--- config.mk ---
export PLATFORM = sky130hd
export DESIGN_NAME = vn_square
export DESIGN_NICKNAME = d
export VERILOG_FILES = /design/src/hdl/vn_pkg.sv /design/src/hdl/vn_square.sv
export SDC_FILE = /design/constraint.sdc
export NUM_CORES = 2
export LEC_CHECK = 0
export ABC_AREA = 1
export BUFFER_PORTS_ARGS = -buffer_cell sky130_fd_sc_hd__buf_2
export CORE_ASPECT_RATIO = 1.5
export CORE_MARGIN = 2
export CORE_UTILIZATION = 55
export DETAILED_ROUTE_END_ITERATION = 16
export PLACE_DENSITY = 0.77
export SYNTH_ARGS = -nofsm -noshare
export SYNTH_HDL_FRONTEND = slang
export SYNTH_SLANG_ARGS = --single-unit
--- constraint.sdc ---
create_clock -name clk -period 11.6 [get_ports clk]
set_input_delay 2.32 -clock clk [delete_from_list [all_inputs] [get_ports clk]]
set_output_delay 2.32 -clock clk [all_outputs]
set_load 0.01 [all_outputs]
--- src/hdl/vn_pkg.sv ---
package vn_pkg;

  localparam int FRAC_BITS  = 16;
  localparam int COMP_WIDTH = 32;
  localparam int OUT_WIDTH  = FRAC_BITS + 2;
  localparam int DIM_WIDTH  = 3;
  localparam int LANES      = 4;

  // magnitude of a component, its square, and the sum over all lanes
  localparam int MAG_W = COMP_WIDTH;
  localparam int SQ_W  = 2 * MAG_W;
  localparam int SUM_W = SQ_W + 1;
  localparam int REM_W = SUM_W + 1;
  // quotient c^2 * 2^(2F) / S lies in [0, 2^(2F)], its root in [0, 2^F]
  localparam int Q_W   = 2 * FRAC_BITS + 1;
  localparam int R_W   = FRAC_BITS + 1;
  localparam int SR_W  = Q_W + 2;

  // front (abs + square), merge (two adds), divide, root, sign
  localparam int DEPTH = 2 + 2 + Q_W + R_W + 1;

  localparam logic [DIM_WIDTH-1:0] DIM_MIN   = DIM_WIDTH'(2);
  localparam logic [DIM_WIDTH-1:0] DIM_MAX   = DIM_WIDTH'(4);
  localparam logic [DIM_WIDTH-1:0] DIM_RESET = DIM_WIDTH'(3);

  typedef logic signed [COMP_WIDTH-1:0] comp_t;
  typedef logic signed [OUT_WIDTH-1:0]  norm_t;
  typedef logic [DIM_WIDTH-1:0]         dim_t;
  typedef logic [SQ_W-1:0]              sq_t;
  typedef logic [SUM_W-1:0]             sum_t;

  typedef struct packed {
    logic neg;
    logic live;
  } lane_tag_t;

  // clamp the register to the supported range of 2..4 components
  function automatic dim_t clamp_dim(dim_t d);
    dim_t r;
    r = d;
    if (d < DIM_MIN) r = DIM_MIN;
    if (d > DIM_MAX) r = DIM_MAX;
    return r;
  endfunction

endpackage

--- src/hdl/vn_square.sv ---
module vn_square (
  input  logic              clk,
  input  logic              en,
  input  vn_pkg::comp_t     comp,
  input  logic              used,
  output vn_pkg::sq_t       sq,
  output vn_pkg::lane_tag_t tag
);

  logic [vn_pkg::MAG_W-1:0] mag_r;
  logic                     neg_r;
  logic                     used_r;
  vn_pkg::sq_t              sq_r;
  vn_pkg::lane_tag_t        tag_r;

  // take the absolute value; the most negative code maps onto 2^(W-1)
  always_ff @(posedge clk) begin
    if (en) begin
      neg_r  <= comp[vn_pkg::COMP_WIDTH-1];
      mag_r  <= comp[vn_pkg::COMP_WIDTH-1] ? vn_pkg::MAG_W'(-comp) : vn_pkg::MAG_W'(comp);
      used_r <= used;
    end
  end

  // square the magnitude
  always_ff @(posedge clk) begin
    if (en) begin
      sq_r     <= vn_pkg::SQ_W'(mag_r) * vn_pkg::SQ_W'(mag_r);
      tag_r.neg  <= neg_r;
      tag_r.live <= used_r && (mag_r != '0);
    end
  end

  assign sq  = sq_r;
  assign tag = tag_r;

endmodule

==> reports/metrics.cfg <==
[sta]
skew_ns = 0.0245
highest_attainable_clock_frequency_mhz = 134
fin_tns_setup_ns = 0
max_slew.worst_pin.slew_ns = 0.951
final_min_period_over_clock_period_pct = 64.4
finalWorstPathRequiredPeriod_ns = 7.48
unrepaired_setup_endpoints_after_global_routing = false
number_of_max_slew_violations_in_the_final_report = 0
finalSetupViolations = 0
maxSlewHeadroom_pct = 36.6
hold_viol = 0

[logic_synthesis]
synth-simple-area-share_pct = 15.6
synth_warnings = 0
synth_compound_area_share_pct = 1.76
synth_fp_nets = 5522
synth_top_family_by_area = adder cells
synth_area_um2 = 35800
synth_top_cell_area_share_pct = 44.3
post_synth_adder_cell_area_pct = 54.9
yosys_register_bits = 99
avgSynthCellArea_um2 = 8.14
synth_top_cell_by_area = sky130_fd_sc_hd__fa_1
post_synth_xor_area_fraction_pct = 2.55
synth_seq_area_share_pct = 8.31
syn-instance-count = 4393
synth.distinct_cells = 35
synth_mux_area_share_pct = 0
post_synth_main_area_contributors = sky130_fd_sc_hd__fa_1 (44%), sky130_fd_sc_hd__inv_1 (15%), sky130_fd_sc_hd__nand2_1 (11%)

[critical_path]
cp.arrival_ns = 7.64
worst-path-max-fanout = 33
startpoint_class_of_the_critical_path = register
reg2reg_setup_slack_ns = 4.12
setup.worst_path.end_class = register
crit_type = reg2reg
timing.rr.start = mag_r[23]
worstPathRequired_ns = 11.76
worst_r2r_endpoint = sq[34]
reg2reg_depth = 23

[cts]
insertion_delay_ns = 0.42
path_clk_slew_ns = 0.08
cts.root.buffer_cell = sky130_fd_sc_hd__clkbuf_16
clock_tree.htree_level_count = 3
tritoncts_num_sinks = 99
count_of_hold_fix_buffers_inserted_at_cts = 0
cts_resized = 0
cts_setup_buffers = 0
cts_tree = yes
cts-buffers-inserted = 9
clockBufferDepth = 2

[placed_design]
dpl.cell_count = 5272
post_dp_cell_area_um2 = 37100
gp_congestion = 1.00
dp.final_hpwl_um = 81100
placement.io_buffers = 99

[die]
dieHeight_um = 316
row_count = 114
dieArea_um2 = 67100
core_area_um2 = 64300
initial_utilization_pct = 55.6
floorplan.io_pins = 101
chipWidth_um = 212

[worst_hold_path]
worst_hold_startpoint = neg_r
cell_count_of_the_worst_hold_path = 0
min-delay-path-class = reg2reg
min_to = tag[1]

[finish]
finish.utilization_pct = 58.1
layout.cell_area.non_filler_um2 = 37400
layout-area-overhead-vs-synth_pct = 4.61
stdcell_count = 5288
post_route_cells_drive_above_1_share_pct = 4.55
layout.nets = 5542

[grt]
grt_first_pass_wirelength_um = 159000
grt_util_all_layers_pct = 31.6
grt_antenna_before_repair = 5
grt_max_degree = 65
first_global_vias = 30464
grt.overflow.total = 0

[run_status]
outcome = completed

[detailed_routing]
route.final.wire_length_um = 99100
route.vias.total = 27369
final_antenna_net_count = 0
drt_first_pass_iters = 6
route.detailed.wl_per_inst_um = 18.7
routed_via_density = 5.18
post-route-drc-count = 0
starting_drc_count_in_detailed_routing = 1815

[run]
number_of_max_cap_violations = 0

==> sequential cells by signal, summed over array words and instances, names as in the netlist <==
| name | flops |
|---|---|
| mag_r | 32 |
| sq | 63 |
| neg_r | 1 |
| used_r | 1 |
| tag | 2 |
==> synthesized netlist by cell type (all sizes together) <==
library cell and number:
nor3b 1, a31o 6, nor2 152, a31oi 3, inv 1479, o211ai 2, o21ai 17, nand4 23
buf 15, o21bai 25, a21o 3, xnor2 20, o21a 1, ha 302, xor2 84, conb 1
nor4 8, edfxtp 99, clkbuf 109, nand3 76, fa 792, nand2 1096, nor3 21, a21oi 48
or2 10
==> cell families after synthesis <==
family / Yosys count
buf+inv: 1603
simple gates: 1387
fa+ha+maj: 1094
compound gates: 105
xor+xnor: 104
flops: 99
other cells: 1
==> critical path: stages, from the launching register on <==
cell	delay (ns)
sky130_fd_sc_hd__edfxtp_1	0.34
sky130_fd_sc_hd__buf_4	0.52
sky130_fd_sc_hd__nand2_1	0.18
sky130_fd_sc_hd__fa_1	0.58
sky130_fd_sc_hd__inv_1	0.09
sky130_fd_sc_hd__fa_1	0.49
sky130_fd_sc_hd__fa_1	0.52
sky130_fd_sc_hd__inv_1	0.06
sky130_fd_sc_hd__fa_1	0.55
sky130_fd_sc_hd__inv_1	0.08
sky130_fd_sc_hd__fa_1	0.48
sky130_fd_sc_hd__fa_1	0.51
sky130_fd_sc_hd__fa_1	0.56
sky130_fd_sc_hd__fa_1	0.46
sky130_fd_sc_hd__ha_1	0.51
sky130_fd_sc_hd__nand2_1	0.25
sky130_fd_sc_hd__nor2_2	0.28
sky130_fd_sc_hd__inv_2	0.11
sky130_fd_sc_hd__nor2_4	0.15
sky130_fd_sc_hd__inv_1	0.06
sky130_fd_sc_hd__nor2_1	0.10
sky130_fd_sc_hd__nor2_1	0.05
sky130_fd_sc_hd__nand2_1	0.18
sky130_fd_sc_hd__xor2_1	0.09
==> cells in the final DEF (no fill, tap or decap), drive strengths merged, types with 9 or more instances in the layout <==
cell,instances
clkbuf,9
nor2,152
nand3,76
edfxtp,99
o21ai,17
ha,302
inv,1483
xnor2,20
fa,792
o21bai,25
nand2,1096
nor3,21
nand4,23
or2,10
buf,133
a21oi,48
xor2,84
==> layout make-up <==
cell class                      instances  area [um^2]
Fill cell                            5666        26900
Multi-Input combinational cell       2691        26800
Inverter                             1479         5550
Sequential cell                        99         2970
Tap cell                              870         1090
Timing Repair Buffer                  133          753
Clock buffer                            9          225
Clock inverter                          6         55.1
Antenna cell                            1         2.50
==> worst max path at each step <==
stage	from	end	slack, ns	cells after the start
floorplan	mag_r[28]	sq[60]	4.86	28
global placement	mag_r[23]	sq[34]	4.22	23
detailed placement	mag_r[19]	sq[62]	4.26	26
CTS	mag_r[23]	sq[50]	4.21	23
global route	mag_r[19]	sq[62]	3.91	26
finish	mag_r[23]	sq[34]	4.12	23
==> per-stage QoR <==
step	worst slack [ns]	hold slack (ns)
after floorplan	4.86	0.400
after global placement	4.22	0.403
after detailed placement	4.26	0.429
after CTS	4.21	0.445
after global routing	3.91	0.459
final	4.12	0.443
==> layer usage <==
layer | up-vias | global-route usage (%) | share of wire, %
li1 | 12354 | - | -
met1 | 13502 | 35.3 | 34
met2 | 1130 | 56.6 | 52
met3 | 377 | 5.77 | 7.3
met4 | 6 | 17.6 | 6.4
met5 | - | 0 | 0.042
Power is left out: the tool's default activity adds up to more than one toggle a clock period on the data nets, which glitch-free logic cannot reach.
