--- config.mk ---
export PLATFORM = sky130hd
export DESIGN_NAME = vn_merge
export DESIGN_NICKNAME = d
export VERILOG_FILES = /design/src/hdl/vn_pkg.sv /design/src/hdl/vn_merge.sv
export SDC_FILE = /design/constraint.sdc
export NUM_CORES = 1
export LEC_CHECK = 0
export BUFFER_PORTS_ARGS = -buffer_cell sky130_fd_sc_hd__buf_2
export CELL_PAD_IN_SITES_DETAIL_PLACEMENT = 0
export CELL_PAD_IN_SITES_GLOBAL_PLACEMENT = 2
export CORE_AREA = 5 5 350 352
export CTS_CLUSTER_DIAMETER = 120
export DETAILED_ROUTE_END_ITERATION = 8
export DIE_AREA = 0 0 355 357
export GPL_TIMING_DRIVEN = 0
export HOLD_SLACK_MARGIN = 0.06
export PLACE_DENSITY = 0.75
export SYNTH_ARGS = -nofsm -noshare
export SYNTH_HDL_FRONTEND = slang
export SYNTH_SLANG_ARGS = --single-unit
--- constraint.sdc ---
create_clock -name clk -period 5.04 [get_ports clk]
set_input_delay 1.008 -clock clk [delete_from_list [all_inputs] [get_ports clk]]
set_output_delay 1.008 -clock clk [all_outputs]
set_load 0.02 [all_outputs]
--- src/hdl/vn_pkg.sv ---
package vn_pkg;

  localparam int FRAC_BITS  = 16;
  localparam int COMP_WIDTH = 32;
  localparam int OUT_WIDTH  = FRAC_BITS + 2;
  localparam int DIM_WIDTH  = 3;
  localparam int LANES      = 4;

  // magnitude of a component, its square, and the sum over all lanes
  localparam int MAG_W = COMP_WIDTH;
  localparam int SQ_W  = 2 * MAG_W;
  localparam int SUM_W = SQ_W + 1;
  localparam int REM_W = SUM_W + 1;
  // quotient c^2 * 2^(2F) / S lies in [0, 2^(2F)], its root in [0, 2^F]
  localparam int Q_W   = 2 * FRAC_BITS + 1;
  localparam int R_W   = FRAC_BITS + 1;
  localparam int SR_W  = Q_W + 2;

  // front (abs + square), merge (two adds), divide, root, sign
  localparam int DEPTH = 2 + 2 + Q_W + R_W + 1;

  localparam logic [DIM_WIDTH-1:0] DIM_MIN   = DIM_WIDTH'(2);
  localparam logic [DIM_WIDTH-1:0] DIM_MAX   = DIM_WIDTH'(4);
  localparam logic [DIM_WIDTH-1:0] DIM_RESET = DIM_WIDTH'(3);

  typedef logic signed [COMP_WIDTH-1:0] comp_t;
  typedef logic signed [OUT_WIDTH-1:0]  norm_t;
  typedef logic [DIM_WIDTH-1:0]         dim_t;
  typedef logic [SQ_W-1:0]              sq_t;
  typedef logic [SUM_W-1:0]             sum_t;

  typedef struct packed {
    logic neg;
    logic live;
  } lane_tag_t;

  // clamp the register to the supported range of 2..4 components
  function automatic dim_t clamp_dim(dim_t d);
    dim_t r;
    r = d;
    if (d < DIM_MIN) r = DIM_MIN;
    if (d > DIM_MAX) r = DIM_MAX;
    return r;
  endfunction

endpackage

--- src/hdl/vn_merge.sv ---
module vn_merge (
  input  logic              clk,
  input  logic              en,
  input  vn_pkg::sq_t       sq_in  [vn_pkg::LANES],
  input  vn_pkg::lane_tag_t tag_in [vn_pkg::LANES],
  output vn_pkg::sq_t       sq_out [vn_pkg::LANES],
  output vn_pkg::lane_tag_t tag_out[vn_pkg::LANES],
  output vn_pkg::sum_t      sum
);

  logic [vn_pkg::SQ_W:0] pair_r [2];
  vn_pkg::sq_t           sq_d1_r [vn_pkg::LANES];
  vn_pkg::sq_t           sq_d2_r [vn_pkg::LANES];
  vn_pkg::lane_tag_t     tag_d1_r[vn_pkg::LANES];
  vn_pkg::lane_tag_t     tag_d2_r[vn_pkg::LANES];
  vn_pkg::sum_t          sum_r;
  vn_pkg::sum_t          sum_nxt;
  vn_pkg::sq_t           masked  [vn_pkg::LANES];

  // drop squares of lanes out of use
  always_comb begin
    for (int i = 0; i < vn_pkg::LANES; i++) begin
      masked[i] = tag_in[i].live ? sq_in[i] : '0;
    end
  end

  // add pairs, then the total; floor the total at one LSB
  always_comb begin
    sum_nxt = vn_pkg::SUM_W'(pair_r[0]) + vn_pkg::SUM_W'(pair_r[1]);
    if (sum_nxt == '0) sum_nxt = vn_pkg::SUM_W'(1);
  end

  always_ff @(posedge clk) begin
    if (en) begin
      pair_r[0] <= {1'b0, masked[0]} + {1'b0, masked[1]};
      pair_r[1] <= {1'b0, masked[2]} + {1'b0, masked[3]};
      sum_r     <= sum_nxt;
      sq_d1_r   <= sq_in;
      sq_d2_r   <= sq_d1_r;
      tag_d1_r  <= tag_in;
      tag_d2_r  <= tag_d1_r;
    end
  end

  assign sq_out  = sq_d2_r;
  assign tag_out = tag_d2_r;
  assign sum     = sum_r;

endmodule

==> results.toml, run 1 <==
[routing]
avgViaCountPerCell = 4.67
dr_wl_met2_um = 50100
wire_per_inst_um = 20.8
vias = 22800
drcViolationCount = 0
drt_iter0_markers = 1320
dr.pass1.iters = 5
drt-total-wl_um = 102000
ant_nets = 0
wl_met3_um = 5100
routed.top_layer = "met5"
drt-met1-wl_um = 44000

[yosys]
netlist_instances = 2585
yosysTopAreaCellShare_pct = 63.3
synth-simple-area-share_pct = 11.5
synth_mux_area_share_pct = 0.0292
synthArstFlopShare_pct = 0
avgSynthCellArea_sq_um = 13.3
ys_top_cells_by_count = "723 x edfxtp_1, 264 x and2_1, 208 x a21oi_1, 192 x ha_1, 132 x nand2_1"
synth_compound_area_share_pct = 11.8
synth-xor-area-share_pct = 4.57
synth_seq_cells = 723
yosysSeqAreaShare_pct = 63.3
ys_warn_count = 0
syn_nets = 3046
synthTopCellsByArea = "edfxtp_1 63%, ha_1 7.0%, and2_1 4.8%, a21oi_1 3.0%, xnor2_1 2.9%"
synth_top_family_by_area = "compound AO/OA/AOI/OAI gates"
yosys.area.top_type = "edfxtp_1"
yosysMostFrequentCell = "edfxtp_1"
syn-cell-area_sq_um = 34300
synth-edff-count = 723
synth-adder-area-share_pct = 7.18
synth_flop_cell = "edfxtp_1"
synth_cell_type_count = 75

[global_route]
overflow = 0
grt_max_degree = 130
track_usage_pct = 15.4
first_global_vias = 22700
grt_pass1_wl_um = 147000
antenna_found_initial = 19

[place]
hpwl_um = 80400
detailed_place.area_sq_um = 39400
port_buffers = 594
pre_cts_ws_ns = -2.36
place_congestion = 0.848

[layout]
syn2layout_area_growth_pct = 23.4
finish.instance_area_sq_um = 42300
fill_cells = 11800
multi_input_area_sq_um = 12200
final_util_pct = 35.5
ff_latch_area_sq_um = 21700
nets = 3728
drive_gt1_share_pct = 23.8

[clock_network]
numCtsBuffers = 80
clockBufferDepth = 3
cts_sinks = 723
clk_pin_slew_ns = 0.06
clockRootBuffer = "clkbuf_16"
ctsHoldBuffers = 0
cts.htree.levels = 3
cts_tree = "yes"
clk_latency_ns = 0.64

[die]
initial_core_util_pct = 28.8
die_w_um = 355
placementRows = 127
dieArea_sq_um = 127000
core_area_sq_um = 119000
die_h_um = 357
io_pins = 595

[timing]
period_minus_slack_ns = 4.85
worst_slack_ns = 0.194
setup_violations = 0
drv_slew = 0
worstMarginPinSlew_ns = 0.713
slew_headroom_pct = 51.9
max_freq_mhz = 206
hold_viol_final = 0
min_period_over_period_pct = 96.1
fin_tns_setup_ns = 0
rsz0062_at_grt = "false"
finClkSkew_ns = 0.0266

[worst_setup_path]
critPathLaunchType = "register"
end_kind = "register"
arrival_ns = 5.35
cp_max_fo = 6
cp_data_required_time_ns = 5.54
path_class = "register to register"

[flow_run]
maxCapViolCount = 0

[pwr]
power_w = 0.0172
cellPowerDensity_nw_per_um2 = 406
p_leak_nw = 17.0
ir_drop_v = 0.000243

[hold_path]
hold_path_class = "register to register"

[status]
outcome = "finished clean"
## layout by cell type, fill, tap and decap left out, types with 27 or more instances in the layout
cell,instances
ha_1,192
xnor2_1,115
a21oi_1,205
nor2_1,86
inv_1,50
xor2_1,64
nand3_1,30
clkbuf_1,83
a21o_1,115
buf_2,589
edfxtp_1,723
and2_1,264
o21ai_0,113
nand2b_1,29
nand4_1,53
o21bai_1,30
nand2_1,128
clkbuf_16,81
o21a_1,27
## routing by layer
metal	vias up	track usage, %
met3	138	3.21
li1	11200	-
met1	11000	19.7
met5	-	0
met4	4	4.54
met2	477	26.4
## flip-flops by register name, indices dropped and copies added (netlist names)
signal    count
sq_d1_r     256
sq_out      256
pair_r      130
sum          65
tag_d1_r      8
tag_out       8
## critical path, stage by stage (launching register included)
cell,delay [ns]
edfxtp_1,0.44
ha_1,0.43
a21oi_1,0.14
o211ai_1,0.29
a21oi_1,0.26
a2111oi_4,0.50
nor2_1,0.15
o21bai_1,0.27
xor2_1,0.13
or3_1,0.41
or4_2,0.60
or4_2,0.57
nor4_2,0.31
a41o_1,0.21
## cell type report
cell class	instances	share of cell area [%]
diodes	12	0.0710
inverters	50	0.444
clock buffers	94	4.91
well taps	1548	4.58
clock inverters	52	1.56
plain buffers	80	0.825
flip-flops and latches	723	51.3
repair buffers	602	7.50
multi-input cells	1730	28.8
## metrics by stage
stage                     std cells  hold WS [ns]
after floorplan                2585         0.400
after global placement         4727         0.400
after detailed placement       4733         0.405
after CTS                      4878         0.404
after global routing           4886         0.416
final                          4891         0.410
## what timing repair did
item	CTS	global route
resized for setup	30	18
setup endpoints to repair	39	18
setup buffers	0	2
hold endpoints to repair	0	0
pin swaps	0	5
## final timing paths
path                               start                     to  slack [ns]  depth (start not counted)
setup / recovery  pair_r[0][8]$_DFFE_PP_   sum[0]$_SDFFCE_PN1P_        0.19                         13
setup reg to reg  pair_r[0][8]$_DFFE_PP_   sum[0]$_SDFFCE_PN1P_        0.19                         13
hold reg to reg   sq_d1_r[246]$_DFFE_PP_  sq_out[246]$_DFFE_PP_        0.41                          0
hold / removal    sq_d1_r[246]$_DFFE_PP_  sq_out[246]$_DFFE_PP_        0.41                          0
## where the power goes
| part | switching [W] | total [W] | internal (W) | leakage (nW) |
|---|---|---|---|---|
| clock network | 0.00248 | 0.00609 | 0.00361 | 1.31 |
| registers | 0.000242 | 0.00768 | 0.00744 | 7.07 |
| logic | 0.00227 | 0.00343 | 0.00116 | 8.63 |
## logic make-up (layout without fill, tap and decap cells)
group	Yosys count	count (layout)
mux	1	1
xor+xnor	179	179
simple gates	715	715
other cells	0	12
flops	723	723
compound gates	640	640
fa+ha+maj	195	195
buf+inv	132	878
Power figures use the tool's default switching activity.
==> run 2, diff against run 1 <==
--- a/config.mk
+++ b/config.mk
@@ -10,6 +10,7 @@
 export CELL_PAD_IN_SITES_GLOBAL_PLACEMENT = 2
 export CORE_AREA = 5 5 350 352
 export CTS_CLUSTER_DIAMETER = 120
+export CTS_CLUSTER_SIZE = 14
 export DETAILED_ROUTE_END_ITERATION = 8
 export DIE_AREA = 0 0 355 357
 export GPL_TIMING_DRIVEN = 0
==> constraint.sdc (replaced) <==
create_clock -name clk -period 5.3 [get_ports clk]
set_input_delay 1.06 -clock clk [delete_from_list [all_inputs] [get_ports clk]]
set_output_delay 1.06 -clock clk [all_outputs]
set_load 0.02 [all_outputs]
==> run 2 against run 1 <==
Core utilization down 1.1 points. Count of clock-buffer cells in the layout fell by 36. Wire length shrank 0.39%. Worst hold slack gained 0.0032 ns. Critical path type unchanged. Fmax down 3.7%.
==> results.toml, run 2 (synthesis results as in run 1) <==
[hold_path]
hold_path_class = "register to register"
holdPathStages = 0

[flow_run]
maxCapViolCount = 0

[routing]
dr_wl_met2_um = 49900
drcViolationCount = 0
drt_iter0_markers = 1430
routed.top_layer = "met5"
wire_per_inst_um = 21.1
vias = 22500
ant_nets = 0
avgViaCountPerCell = 4.68
drt-met1-wl_um = 43900
wl_met3_um = 4820
dr.pass1.iters = 5
drt-total-wl_um = 101000

[die]
die_w_um = 355
die_h_um = 357
placementRows = 127
initial_core_util_pct = 28.8
dieArea_sq_um = 127000
core_area_sq_um = 119000
io_pins = 595

[worst_setup_path]
arrival_ns = 5.54
cp_max_fo = 7
end_kind = "register"
rr_worst_depth = 13
path_cells = "ha_1 > a21oi_1 > o2111ai_1 > a211oi_1 > a21oi_1 > a31oi_1 > o21bai_1 > a21oi_1 > xnor2_1 > or4_2 > or4_2 > nor4_1 > a41o_1"
slowest_delay_ns = 0.68
critPathLaunchType = "register"
path_class = "register to register"
slowest_stage = "or4_2"
cp_common_cell = "a21oi_1"
cp_data_required_time_ns = 5.81

[clock_network]
cts_sinks = 723
clockBufferDepth = 3
clockRootBuffer = "clkbuf_16"
clk_latency_ns = 0.67
cts.htree.levels = 2
clk_pin_slew_ns = 0.07
cts_tree = "yes"
numCtsBuffers = 58

[layout]
drive_gt1_share_pct = 22.3
finalNonFillerCells = 4811
fill_cells = 11800
finish.instance_area_sq_um = 41000
final_common_cell = "edfxtp_1"
mostFrequentLayoutCells = "723 x edfxtp_1, 591 x buf_2, 264 x and2_1"
nets = 3707
syn2layout_area_growth_pct = 19.6

[place]
place_congestion = 0.848
detailed_place.area_sq_um = 39400
port_buffers = 594
pre_cts_ws_ns = -2.15
dp.cells = 4733
hpwl_um = 80400

[pwr]
p_leak_nw = 16.4
seq_power_share_pct = 50.5
cellPowerDensity_nw_per_um2 = 353
p_int_w = 0.0101
clkPwrFrac_pct = 27.1
power.switching_w = 0.00435
power_w = 0.0145
ir_drop_v = 0.000249
netSwitchingFraction_pct = 30.1
combPwrFrac_pct = 22.5

[timing]
rsz0062_at_grt = "true"
hold_viol_final = 0
worstMarginPinSlew_ns = 0.749
worst_slack_ns = 0.271
period_minus_slack_ns = 5.03
finClkSkew_ns = 0.0314
max_freq_mhz = 199
fin_tns_setup_ns = 0
slew_headroom_pct = 49.6
setup_violations = 0
drv_slew = 0
min_period_over_period_pct = 94.9

[global_route]
overflow = 0
grt_max_degree = 130
grt_pass1_wl_um = 146000
first_global_vias = 22500
track_usage_pct = 15.3
antenna_found_initial = 20

[status]
outcome = "finished clean"
-- run 2: cell count changes in the layout (fill, tap and decap cells not counted), moves of 6 or more --
cell,change
bufinv_16,-12
clkbuf_16,-23
clkinvlp_4,-7
clkinv_2,-7
clkinv_1,-11
clkbuf_1,-11
inv_6,-6
-- run 2: cell type report --
class	instances	area, sq um	area share (%)
sequential	723	21700	53.0
multi-input combinational	1730	12100	29.5
timing repair buffer	601	3160	7.71
tap	1548	1940	4.72
clock buffer	58	1450	3.54
buffer	82	357	0.870
inverter	50	188	0.458
clock inverter	6	58.8	0.143
antenna	13	32.5	0.0794
-- run 2: timing repair --
action / 4_1_cts / 5_1_grt
resized for setup: 21 / 10
hold buffers: 0 / 0
pin swaps: 0 / 1
setup endpoints to repair: 27 / 14
buffers inserted: 0 / 1
-- run 2: final timing paths --
kind | from | to | slack [ns]
worst max register to register | pair_r[0][12]$_DFFE_PP_ | sum[0]$_SDFFCE_PN1P_ | 0.27
worst min-delay path | sq_d1_r[90]$_DFFE_PP_ | sq_out[90]$_DFFE_PP_ | 0.41
worst min register to register | sq_d1_r[90]$_DFFE_PP_ | sq_out[90]$_DFFE_PP_ | 0.41
worst max-delay path | pair_r[0][12]$_DFFE_PP_ | sum[0]$_SDFFCE_PN1P_ | 0.27
-- run 2: layer usage --
metal | global-route usage (%) | up-vias
li1 | - | 11100
met1 | 19.8 | 10900
met2 | 26.3 | 452
met3 | 2.85 | 119
met4 | 4.46 | 4
met5 | 0 | -
-- run 2: worst max-delay path, delay by kind of cell (launching register included) --
kind                     cells  cell delay, ns
adder cells (fa/ha/maj)      1            0.43
AND/OR/NAND/NOR              3            1.63
XOR/XNOR                     1            0.17
flip-flops                   1            0.45
AO/OA/AOI/OAI                8            2.19
-- run 2: stage by stage --
step	hold slack [ns]	utilization [%]
after global routing	0.421	34.4
final	0.413	34.4
after CTS	0.414	34.4
after detailed placement	0.405	33.1
after floorplan	0.400	-
after global placement	0.400	32.9
-- run 2: power by group through the flow --
stage | logic (W) | clock network, W | registers, W
4_1_cts | 0.00330 | 0.00407 | 0.00731
2_1_floorplan | 0.00160 | 0 | 0.00770
3_5_place_dp | 0.00328 | 0 | 0.00742
5_1_grt | 0.00355 | 0.00427 | 0.00735
3_3_place_gp | 0.00328 | 0 | 0.00754
6_report | 0.00325 | 0.00391 | 0.00730
==> run 3, diff against run 2 <==
--- a/config.mk
+++ b/config.mk
@@ -8,14 +8,14 @@
 export BUFFER_PORTS_ARGS = -buffer_cell sky130_fd_sc_hd__buf_2
 export CELL_PAD_IN_SITES_DETAIL_PLACEMENT = 0
 export CELL_PAD_IN_SITES_GLOBAL_PLACEMENT = 2
-export CORE_AREA = 5 5 350 352
+export CORE_AREA = 5 5 303 305
 export CTS_CLUSTER_DIAMETER = 120
 export CTS_CLUSTER_SIZE = 14
 export DETAILED_ROUTE_END_ITERATION = 8
-export DIE_AREA = 0 0 355 357
+export DIE_AREA = 0 0 308 310
 export GPL_TIMING_DRIVEN = 0
 export HOLD_SLACK_MARGIN = 0.06
-export PLACE_DENSITY = 0.75
+export PLACE_DENSITY = 0.91
 export SYNTH_ARGS = -nofsm -noshare
 export SYNTH_HDL_FRONTEND = slang
 export SYNTH_SLANG_ARGS = --single-unit
==> run 3 against run 2 <==
Worst hold slack worse by 0.0051 ns. Fmax is 0.65% lower. Clock skew is 0.0012 ns lower. Count of clock-buffer cells in the layout stayed put. Power is 0.79% lower. Combinational power is 2% lower. Clock power is 2% lower. Die area is 25% lower. Sequential share of layout area is 0.70 points higher. Register-to-register slack worse by 0.03 ns. Flip-flop and latch count stayed put.
==> results.toml, run 3 (synthesis results as in run 1) <==
[routing]
ant_nets = 0
drt_iter0_markers = 1617
vias = 22500
dr.pass1.iters = 6
drt-total-wl_um = 93400
drcViolationCount = 0
avgViaCountPerCell = 5.08
wire_per_inst_um = 21.1

[hold_path]
min_to = "sq_out[164]$_DFFE_PP_"
hold_path_class = "register to register"
holdPathStages = 0
hold_start = "sq_d1_r[164]$_DFFE_PP_"

[timing]
worstMarginPinSlew_ns = 0.930
max_freq_mhz = 198
finClkSkew_ns = 0.0302
hold_ws_ns = 0.408
slew_headroom_pct = 38.0
period_minus_slack_ns = 5.06
fin_tns_setup_ns = 0
drv_slew = 0
rsz0062_at_grt = "false"
min_period_over_period_pct = 95.5
setup_violations = 0
hold_viol_final = 0

[layout]
mostFrequentLayoutCells = "723 x edfxtp_1, 593 x buf_2, 264 x and2_1"
multi_input_area_sq_um = 12100
final_common_cell = "edfxtp_1"
fill_cells = 8096
syn2layout_area_growth_pct = 18.0
drive_gt1_share_pct = 22.0
finish.instance_area_sq_um = 40500
nets = 3704
ff_latch_area_sq_um = 21700
final_util_pct = 45.4

[die]
io_pins = 595
die_w_um = 308
dieArea_sq_um = 95500
initial_core_util_pct = 38.5
placementRows = 110
die_h_um = 310
core_area_sq_um = 89000

[global_route]
grt_pass1_wl_um = 137000
grt_use_met2_pct = 32.0
track_usage_pct = 18.6
overflow = 0
antenna_found_initial = 6
first_global_vias = 22100
grt_max_degree = 142
busiest_layer = "met2"
grtUsageMet1_pct = 25.3
globalRouteMet3Util_pct = 2.36

[worst_setup_path]
r2r_slack_ns = 0.24
slowest_stage = "or4_2"
cp_data_required_time_ns = 5.80
path_cells = "ha_1 > o211ai_1 > o211ai_1 > nand3_1 > a2111oi_1 > nor2_1 > o21bai_1 > xor2_1 > or3_1 > or4_2 > or4_2 > nor4_1 > a41o_1"
reg2reg_to = "sum[0]$_SDFFCE_PN1P_"
rr_worst_depth = 13
critical-path-top-delay-family = "simple AND/OR/NAND/NOR gates"
slowest_delay_ns = 0.58
cp_max_fo = 6
arrival_ns = 5.57
worst-path-buf-inv = 0
r2r_start = "pair_r[0][4]$_DFFE_PP_"
critPathLaunchType = "register"
end_kind = "register"
path_class = "register to register"

[pwr]
power_w = 0.0143
p_int_w = 0.0101
p_leak_nw = 16.4
power.switching_w = 0.00422
cellPowerDensity_nw_per_um2 = 355
seq_power_share_pct = 51.0
clkPwrFrac_pct = 26.9
combPwrFrac_pct = 22.2
ir_drop_v = 0.000287
netSwitchingFraction_pct = 29.4

[clock_network]
cts_tree = "yes"
cts.htree.levels = 2
clockRootBuffer = "clkbuf_16"
numCtsBuffers = 57
clockBufferDepth = 3
clk_pin_slew_ns = 0.07
cts_sinks = 723
clk_latency_ns = 0.66

[status]
outcome = "finished clean"

[place]
hpwl_um = 73500
detailed_place.area_sq_um = 38900
port_buffers = 594
place_congestion = 0.880

[flow_run]
maxCapViolCount = 0
run 3: area by class of cell:
| class | instances | share of cell area (%) |
|---|---|---|
| timing repair buffer | 599 | 7.71 |
| clock inverter | 4 | 0.238 |
| tap | 1176 | 3.64 |
| clock buffer | 58 | 3.53 |
| inverter | 50 | 0.464 |
| buffer | 82 | 0.881 |
| antenna | 4 | 0.0247 |
| multi-input combinational | 1730 | 29.9 |
| sequential | 723 | 53.7 |
run 3: power by group through the flow:
| stage | Clock (W) | Sequential (W) | Combinational [W] |
|---|---|---|---|
| floorplan | 0 | 0.00770 | 0.00160 |
| global placement | 0 | 0.00753 | 0.00316 |
| detailed placement | 0 | 0.00743 | 0.00317 |
| CTS | 0.00399 | 0.00731 | 0.00320 |
| global route | 0.00420 | 0.00736 | 0.00347 |
| finish | 0.00385 | 0.00731 | 0.00318 |
run 3: worst max path at each step:
| stage | startpoint | to | slack, ns | cells past startpoint |
|---|---|---|---|---|
| 2_1_floorplan | sq_in[192] | pair_r[0][58]$_DFFE_PP_ | 0.66 | 16 |
| 3_3_place_gp | en | sq_d1_r[173]$_DFFE_PP_ | -7.54 | 1 |
| 3_5_place_dp | tag_in[6] | pair_r[0][58]$_DFFE_PP_ | -1.72 | 16 |
| 4_1_cts | tag_in[6] | pair_r[0][58]$_DFFE_PP_ | 0.004 | 16 |
| 5_1_grt | tag_in[6] | pair_r[0][61]$_DFFE_PP_ | 0.02 | 15 |
| 6_report | pair_r[0][4]$_DFFE_PP_ | sum[0]$_SDFFCE_PN1P_ | 0.24 | 13 |
run 3: worst register-to-register path, cell delays in order, from the launching register on:
cell       delay, ns
edfxtp_1        0.41
ha_1            0.42
o211ai_1        0.17
o211ai_1        0.25
nand3_1         0.24
a2111oi_1       0.56
nor2_1          0.18
o21bai_1        0.29
xor2_1          0.14
or3_1           0.42
or4_2           0.58
or4_2           0.55
nor4_1          0.47
a41o_1          0.24
run 3: timing repair:
item,CTS,global route
hold buffers,0,0
buffers inserted,0,0
setup endpoints to repair,21,19
resized for setup,11,11
hold endpoints to repair,0,0
pin swaps,0,0
run 3: metal layers:
layer / up-vias / wire (um)
li1: 11000 / -
met1: 10800 / 41300
met2: 519 / 45900
met3: 100 / 4130
met4: 0 / 2040
met5: - / 0
run 3: per-stage QoR:
stage               cells  setup WS, ns
floorplan            2585         0.655
global placement     4355         -7.54
detailed placement   4360         -1.72
CTS                  4422       0.00429
global route         4425        0.0150
finish               4426         0.237
